===== config.mk =====
export PLATFORM = sky130hd
export DESIGN_NAME = bitmap_priority_round_robin_queue
export DESIGN_NICKNAME = d
export VERILOG_FILES = /design/src/bprq_pkg.sv /design/src/bitmap_priority_round_robin_queue.sv
export SDC_FILE = /design/constraint.sdc
export NUM_CORES = 2
export LEC_CHECK = 0
export BUFFER_PORTS_ARGS = -buffer_cell sky130_fd_sc_hd__buf_4
export CORE_ASPECT_RATIO = 0.9
export CORE_MARGIN = 4
export CORE_UTILIZATION = 57
export DETAILED_ROUTE_END_ITERATION = 8
export HOLD_SLACK_MARGIN = 0.05
export PLACE_DENSITY = 0.86
export SYNTH_ARGS = -nofsm -noshare
export SYNTH_HDL_FRONTEND = slang
export SYNTH_SLANG_ARGS = --single-unit

===== constraint.sdc =====
create_clock -name clk -period 5.12 [get_ports clk]
set_clock_uncertainty 0.15 [all_clocks]
set_input_delay 0.512 -clock clk [delete_from_list [all_inputs] [get_ports clk]]
set_output_delay 0.512 -clock clk [all_outputs]
set_load 0.1 [all_outputs]

===== src/bprq_pkg.sv =====
// Package for the bitmap priority ready queue: sizes, opcodes, payload structs, states, and a lowest-bit helper.
// No dependencies.
`default_nettype none
package bprq_pkg;

    localparam int NUM_PRIORITIES = 64;
    localparam int MAX_TASKS      = 64;

    typedef enum logic [1:0]
    {
        OP_ENQ  = 2'd0,
        OP_REM  = 2'd1,
        OP_PICK = 2'd2,
        OP_NOP  = 2'd3
    } op_t;

    localparam logic [6:0] COUNT_MAX = 7'd127;

    typedef struct packed
    {
        logic [1:0] opcode;
        logic [5:0] task_id;
        logic [5:0] priority_req;
    } in_item_t;

    typedef struct packed
    {
        logic [5:0] picked_task;
        logic       picked_valid;
        logic [5:0] picked_priority;
        logic [6:0] ready_count;
    } out_item_t;

    typedef enum logic [2:0]
    {
        ST_IDLE,
        ST_RD1,
        ST_RD2,
        ST_WR,
        ST_OUT
    } state_t;

    // index of lowest set bit of a byte, 0 when none
    function automatic logic [2:0] lowest_bit(input logic [7:0] v);
        logic [2:0] r;
        r = 3'd0;
        for (int i = 7; i >= 0; i--)
        begin
            if (v[i])
            begin
                r = 3'(i);
            end
        end
        return r;
    endfunction

endpackage
`default_nettype wire


===== src/bitmap_priority_round_robin_queue.sv =====
// Bitmap priority ready queue, top level.
// Depends on bprq_pkg.
//
// One item is handled at a time. After acceptance the block steps through a state reading
// the head/tail tables (RD1), a state reading the link tables through their registered
// read port (RD2), a write-back state (WR), then the output register (OUT). A pick chooses
// its level from the bitmaps at acceptance. The block is back in idle when the result is
// offered; the next item is accepted once the previous result has been taken or together
// with it, and a result left waiting holds off input.
// Link and head/tail entries never written read as unknown. Picks on an empty queue
// return picked_valid low.
`default_nettype none
module bitmap_priority_round_robin_queue (
    input  wire                   clk,
    input  wire                   rst_n,
    input  bprq_pkg::in_item_t    in_data,
    input  wire                   in_valid,
    output logic                  in_ready,
    output bprq_pkg::out_item_t   out_data,
    output logic                  out_valid,
    input  wire                   out_ready
);
    import bprq_pkg::*;

    localparam int TW = (MAX_TASKS > 1) ? $clog2(MAX_TASKS) : 1;
    localparam int PW = $clog2(NUM_PRIORITIES);

    // memories
    logic [TW-1:0] next_mem [MAX_TASKS];
    logic [TW-1:0] prev_mem [MAX_TASKS];
    logic [TW-1:0] head_mem [NUM_PRIORITIES];
    logic [TW-1:0] tail_mem [NUM_PRIORITIES];

    state_t state_reg, state_next;
    logic [7:0] rows_reg [8];
    logic [7:0] groups_reg;
    logic [6:0] total_reg;

    logic [1:0]    op_reg;
    logic [TW-1:0] t_reg;
    logic [PW-1:0] p_reg;
    logic          act_reg;     // operation touches lists
    logic          lvl_rdy_reg;
    logic [TW-1:0] hd_q, tl_q, nx_q, pv_q;
    logic [TW-1:0] hd_r, tl_r;
    out_item_t     out_reg;
    logic          out_valid_reg;

    logic accept;
    assign in_ready  = (state_reg == ST_IDLE) && (!out_valid_reg || out_ready);
    assign accept    = in_valid && in_ready;
    assign out_valid = out_valid_reg;
    assign out_data  = out_reg;

    // capture and level selection
    logic [2:0] gy, rx;
    logic [5:0] lv;
    assign gy = lowest_bit(groups_reg);
    assign rx = lowest_bit(rows_reg[gy]);
    assign lv = {gy, rx};

    logic in_range;
    assign in_range = (32'(in_data.task_id) < MAX_TASKS)
                   && (32'(in_data.priority_req) < NUM_PRIORITIES);

    always_ff @(posedge clk)
    begin
        if (accept)
        begin
            op_reg <= in_data.opcode;
            t_reg  <= in_data.task_id[TW-1:0];
            if (in_data.opcode == OP_PICK)
            begin
                p_reg   <= lv[PW-1:0];
                act_reg <= (groups_reg != 8'd0) && (32'(lv) < NUM_PRIORITIES);
                lvl_rdy_reg <= 1'b1;
            end
            else
            begin
                p_reg   <= in_data.priority_req[PW-1:0];
                act_reg <= in_range && (in_data.opcode != OP_NOP);
                lvl_rdy_reg <= rows_reg[in_data.priority_req[5:3]][in_data.priority_req[2:0]];
            end
        end
    end

    // head/tail read in RD1, link read in RD2
    always_ff @(posedge clk)
    begin
        if (state_reg == ST_RD1)
        begin
            hd_q <= head_mem[p_reg];
            tl_q <= tail_mem[p_reg];
        end
    end

    logic [TW-1:0] link_addr;
    assign link_addr = (op_reg == OP_PICK) ? hd_q : t_reg;
    always_ff @(posedge clk)
    begin
        if (state_reg == ST_RD2)
        begin
            nx_q <= next_mem[link_addr];
            pv_q <= prev_mem[link_addr];
            hd_r <= hd_q;
            tl_r <= tl_q;
        end
    end

    // write back
    logic wr;
    assign wr = (state_reg == ST_WR) && act_reg;
    always_ff @(posedge clk)
    begin
        if (wr)
        begin
            case (op_reg)
                OP_ENQ:
                begin
                    if (!lvl_rdy_reg)
                    begin
                        head_mem[p_reg] <= t_reg;
                    end
                    else
                    begin
                        next_mem[tl_r] <= t_reg;
                        prev_mem[t_reg] <= tl_r;
                    end
                    tail_mem[p_reg] <= t_reg;
                end
                OP_REM:
                begin
                    if (lvl_rdy_reg)
                    begin
                        if (hd_r == t_reg && tl_r == t_reg)
                        begin
                        end
                        else if (hd_r == t_reg)
                        begin
                            head_mem[p_reg] <= nx_q;
                        end
                        else if (tl_r == t_reg)
                        begin
                            tail_mem[p_reg] <= pv_q;
                        end
                        else
                        begin
                            next_mem[pv_q] <= nx_q;
                            prev_mem[nx_q] <= pv_q;
                        end
                    end
                end
                OP_PICK:
                begin
                    if (hd_r != tl_r)
                    begin
                        head_mem[p_reg] <= nx_q;
                        next_mem[tl_r] <= hd_r;
                        prev_mem[hd_r] <= tl_r;
                        tail_mem[p_reg] <= hd_r;
                    end
                end
                default:
                begin
                end
            endcase
        end
    end

    // bitmaps and count
    logic [7:0] row_clr;
    assign row_clr = rows_reg[p_reg[5:3]] & ~(8'd1 << p_reg[2:0]);

    always_ff @(posedge clk or negedge rst_n)
    begin
        if (!rst_n)
        begin
            for (int i = 0; i < 8; i++)
            begin
                rows_reg[i] <= 8'd0;
            end
            groups_reg <= 8'd0;
            total_reg  <= 7'd0;
        end
        else if (wr)
        begin
            if (op_reg == OP_ENQ)
            begin
                rows_reg[p_reg[5:3]] <= rows_reg[p_reg[5:3]] | (8'd1 << p_reg[2:0]);
                groups_reg <= groups_reg | (8'd1 << p_reg[5:3]);
                if (total_reg != COUNT_MAX)
                begin
                    total_reg <= total_reg + 7'd1;
                end
            end
            else if (op_reg == OP_REM)
            begin
                if (total_reg != 7'd0)
                begin
                    total_reg <= total_reg - 7'd1;
                end
                if (lvl_rdy_reg && hd_r == t_reg && tl_r == t_reg)
                begin
                    rows_reg[p_reg[5:3]] <= row_clr;
                    if (row_clr == 8'd0)
                    begin
                        groups_reg <= groups_reg & ~(8'd1 << p_reg[5:3]);
                    end
                end
            end
        end
    end

    // result register
    always_ff @(posedge clk)
    begin
        if (state_reg == ST_OUT)
        begin
            out_reg.ready_count <= total_reg;
            if (op_reg == OP_PICK && act_reg)
            begin
                out_reg.picked_task     <= 6'(hd_r);
                out_reg.picked_valid    <= 1'b1;
                out_reg.picked_priority <= 6'(p_reg);
            end
            else
            begin
                out_reg.picked_task     <= 6'd0;
                out_reg.picked_valid    <= 1'b0;
                out_reg.picked_priority <= 6'd0;
            end
        end
    end

    always_ff @(posedge clk or negedge rst_n)
    begin
        if (!rst_n)
        begin
            out_valid_reg <= 1'b0;
        end
        else if (state_reg == ST_OUT)
        begin
            out_valid_reg <= 1'b1;
        end
        else if (out_ready)
        begin
            out_valid_reg <= 1'b0;
        end
    end

    always_ff @(posedge clk or negedge rst_n)
    begin
        if (!rst_n)
        begin
            state_reg <= ST_IDLE;
        end
        else
        begin
            state_reg <= state_next;
        end
    end

    always_comb
    begin
        state_next = state_reg;
        case (state_reg)
            ST_IDLE: if (accept) state_next = ST_RD1;
            ST_RD1:  state_next = ST_RD2;
            ST_RD2:  state_next = ST_WR;
            ST_WR:   state_next = ST_OUT;
            ST_OUT:  state_next = ST_IDLE;
            default: state_next = ST_IDLE;
        endcase
    end

endmodule
`default_nettype wire


==> results_dict.tcl <==
set metrics [dict create \
    status "completed" \
    io_buffers 39 \
    start_util_pct 57.4 \
    async_reset_ff_share_pct 4.91 \
    cp.required_ns 5.35 \
    io_pins 40 \
    layout_common_cells "edfxtp_1, mux4_2, nand2_1" \
    crit_chain "xnor2_1 > nand4_1 > nor3_2 > or3_1 > nor2_1 > a31oi_4 > nand4_1 > nor2_1" \
    synth-simple-area-share_pct 6.58 \
    die_width_um 373 \
    yosysTopAreaCell "edfxtp_1" \
    leakage_nw 24.4 \
    p_comb_share_pct 21.5 \
    p_clk_share_pct 32.3 \
    synth_compound_area_share_pct 2.59 \
    power_mw 36.5 \
    area.growth.synth_to_final_pct 11.1 \
    wire_per_inst_um 31.9 \
    synth_nets 3762 \
    ctsHtreeMaxLevel 4 \
    slew_headroom_pct 12.6 \
    clk_path_buf_depth 3 \
    yosys.area_share.xor_xnor_pct 0.333 \
    syn_inst 3738 \
    timing.final.max_slew_violations 0 \
    drtPass1Iterations 7 \
    routed_wl_mm 177 \
    synth.top_cell.area_share_pct 70.7 \
    cts_tree "done" \
    max_slew.worst_pin.slew_ns 1.31 \
    crit_family "simple AND/OR/NAND/NOR gates" \
    period_needed_ns 4.74 \
    synthMuxAreaShare_pct 15.2 \
    max_stage_delay_ns 0.77 \
    hold_viol_final 0 \
    fin_nets 3839 \
    vias 38800 \
    arrival_ns 4.97 \
    internal_power_mw 25.7 \
    grt_max_degree 116 \
    critPathKind "register to register" \
    grtUsageTotal_pct 28.1 \
    fmax_mhz 211 \
    yosysWarningCount 0 \
    root_buffer "clkbuf_16" \
    seq_power_share_pct 46.2 \
    maxCapViolCount 0 \
    antenna_found_initial 12 \
    placed_area_um2 70600 \
    peakVddDrop_mv 0.365 \
    power_density_nw_per_um2 481 \
    die_y_um 336 \
    grt_pass1_vias 38900 \
    cp-start-kind "register" \
    grt_pass1_wl_mm 262 \
    numCtsBuffers 160 \
    syn_area_um2 68300 \
    yosys.cell_types.count 75 \
    finalSetupViolations 0 \
    insertion_delay_ns 0.78 \
    p_switching_mw 10.9 \
    synth_edf_count 1608 \
    endpoint_kind "register" \
    dp_hpwl_mm 98.6 \
    worstHoldPathType "input pin to async pin" \
    cts_sinks 1691 \
    synth-seq-cells 1691 \
    die_area_um2 125000 \
    gp_congestion 0.864 \
    synthTopCellsByArea "edfxtp_1, mux4_2, dfrtp_1" \
    crit_buf_inv 0 \
    detail-route-antenna-nets 0 \
    synth_top_family_by_area "multiplexers" \
    cp_max_fo 23 \
    drt_iter0_drc 6812 \
    utilization_pct 63.8 \
    ys.flop_type "edfxtp_1" \
    layout-drive-gt1-share_pct 22.1 \
    rows 120 \
    min_period_over_period_pct 92.5 \
    cp_slowest_cell "nand4_1" \
    drc 0 \
    synthAdderAreaFrac_pct 0.121 \
    post_cts_resized 0 \
    switching_share_pct 29.7 \
    setup_tns_ns 0 \
    final_area_um2 75900 \
    synth_area_per_cell_um2 18.3 \
    gr-total-overflow 0 \
    core_region_area_um2 119000 \
    ys_seq_area_share_pct 73.7 \
    grt_setup_unrepaired "false" \
    mostFrequentLayoutCell "edfxtp_1" \
    fill_cells 7200 \
    cts.clk_slew.worst_paths_ns 0.07 \
    viasPerCell 7.02 \
]
[worst paths after layout]
check	slack, ns	depth (start not counted)	startpoint	to
worst min register to register	0.27	0	tl_q[2]	tl_r[2]
min in group clk	0.17	3	out_ready	out_valid
worst max-delay path	0.38	8	t_reg[2]	prev_mem[20][1]
worst min-delay path	0.10	2	rst_n	out_valid
worst max register to register	0.38	8	t_reg[2]	prev_mem[20][1]
max in group asynchronous	3.61	3	rst_n	total_reg[6]
[layer usage]
layer / vias up / share of wire [%] / global-route usage (%)
met3: 675 / 14 / 7.35
met2: 3581 / 47 / 44.2
met1: 19500 / 34 / 38.2
li1: 15100 / - / -
met5: - / 0.016 / 0
met4: 6 / 4.8 / 11.8
[worst reg2reg max path, stage by stage, from the launching register on]
cell	delay, ns
edfxtp_1	0.51
xnor2_1	0.28
nand4_1	0.14
nor3_2	0.46
or3_1	0.62
nor2_1	0.18
a31oi_4	0.55
nand4_1	0.77
nor2_1	0.69
[power groups by stage]
| stage | Sequential, mW | Combinational (mW) | Clock, mW |
|---|---|---|---|
| CTS | 16.8 | 7.67 | 11.8 |
| global route | 16.9 | 8.19 | 12.5 |
| detailed placement | 17.1 | 7.44 | 0 |
| floorplan | 17.1 | 4.79 | 0 |
| finish | 16.9 | 7.84 | 11.8 |
| global placement | 17.1 | 7.17 | 0 |
[what timing repair did]
action                                  CTS  global route
setup buffers                             0             0
hold buffers                             13             0
endpoints found under the setup margin    0             0
endpoints found under the hold margin    50             0
[per-stage QoR]
stage / hold slack, ns / setup slack, ns / instances
after CTS: 0.0765 / 0.593 / 5529
after global placement: 0.303 / 0.896 / 5226
final: 0.104 / 0.385 / 5530
after detailed placement: 0.277 / 0.804 / 5226
after global routing: 0.139 / 0.355 / 5529
after floorplan: 0.0664 / 0.206 / 3738
[cell usage after synthesis, drive strengths merged, types with 8 or more instances]
library cell  count
buf             109
and3             12
a221oi           24
nor2b            20
xnor2            21
mux4            385
nor3b             8
nand2           339
edfxtp         1608
mux2i            60
nor2            282
o21ai            33
and2             51
inv              13
mux2             92
clkbuf          112
o31ai            26
nand2b           20
nor3             32
a21oi            25
a22oi            37
nand3           208
a211oi           53
o221ai           12
dfrtp            83
[final cells by class]
cell class / instances / area, um^2 / area share [%]
Clock buffer: 200 / 4260 / 5.61
Clock inverter: 90 / 887 / 1.17
Inverter: 13 / 48.8 / 0.0643
Multi-Input combinational cell: 1813 / 17100 / 22.6
Antenna cell: 1 / 2.50 / 0.00330
Timing Repair Buffer: 136 / 1190 / 1.57
Tap cell: 1586 / 1980 / 2.62
Sequential cell: 1691 / 50400 / 66.4
[kinds of logic (layout without fill, tap and decap cells)]
| kind of cell | count (synthesis) | in the layout |
|---|---|---|
| AOI/OAI and AO/OA | 242 | 242 |
| xor gates and xnor gates | 26 | 26 |
| adders and majority gates | 6 | 6 |
| buffers and inverters | 234 | 439 |
| DFF | 1691 | 1691 |
| muxes | 537 | 537 |
| other | 0 | 1 |
| and+or+nand+nor | 1002 | 1002 |
No activity file was read; power rests on OpenSTA's default activity.
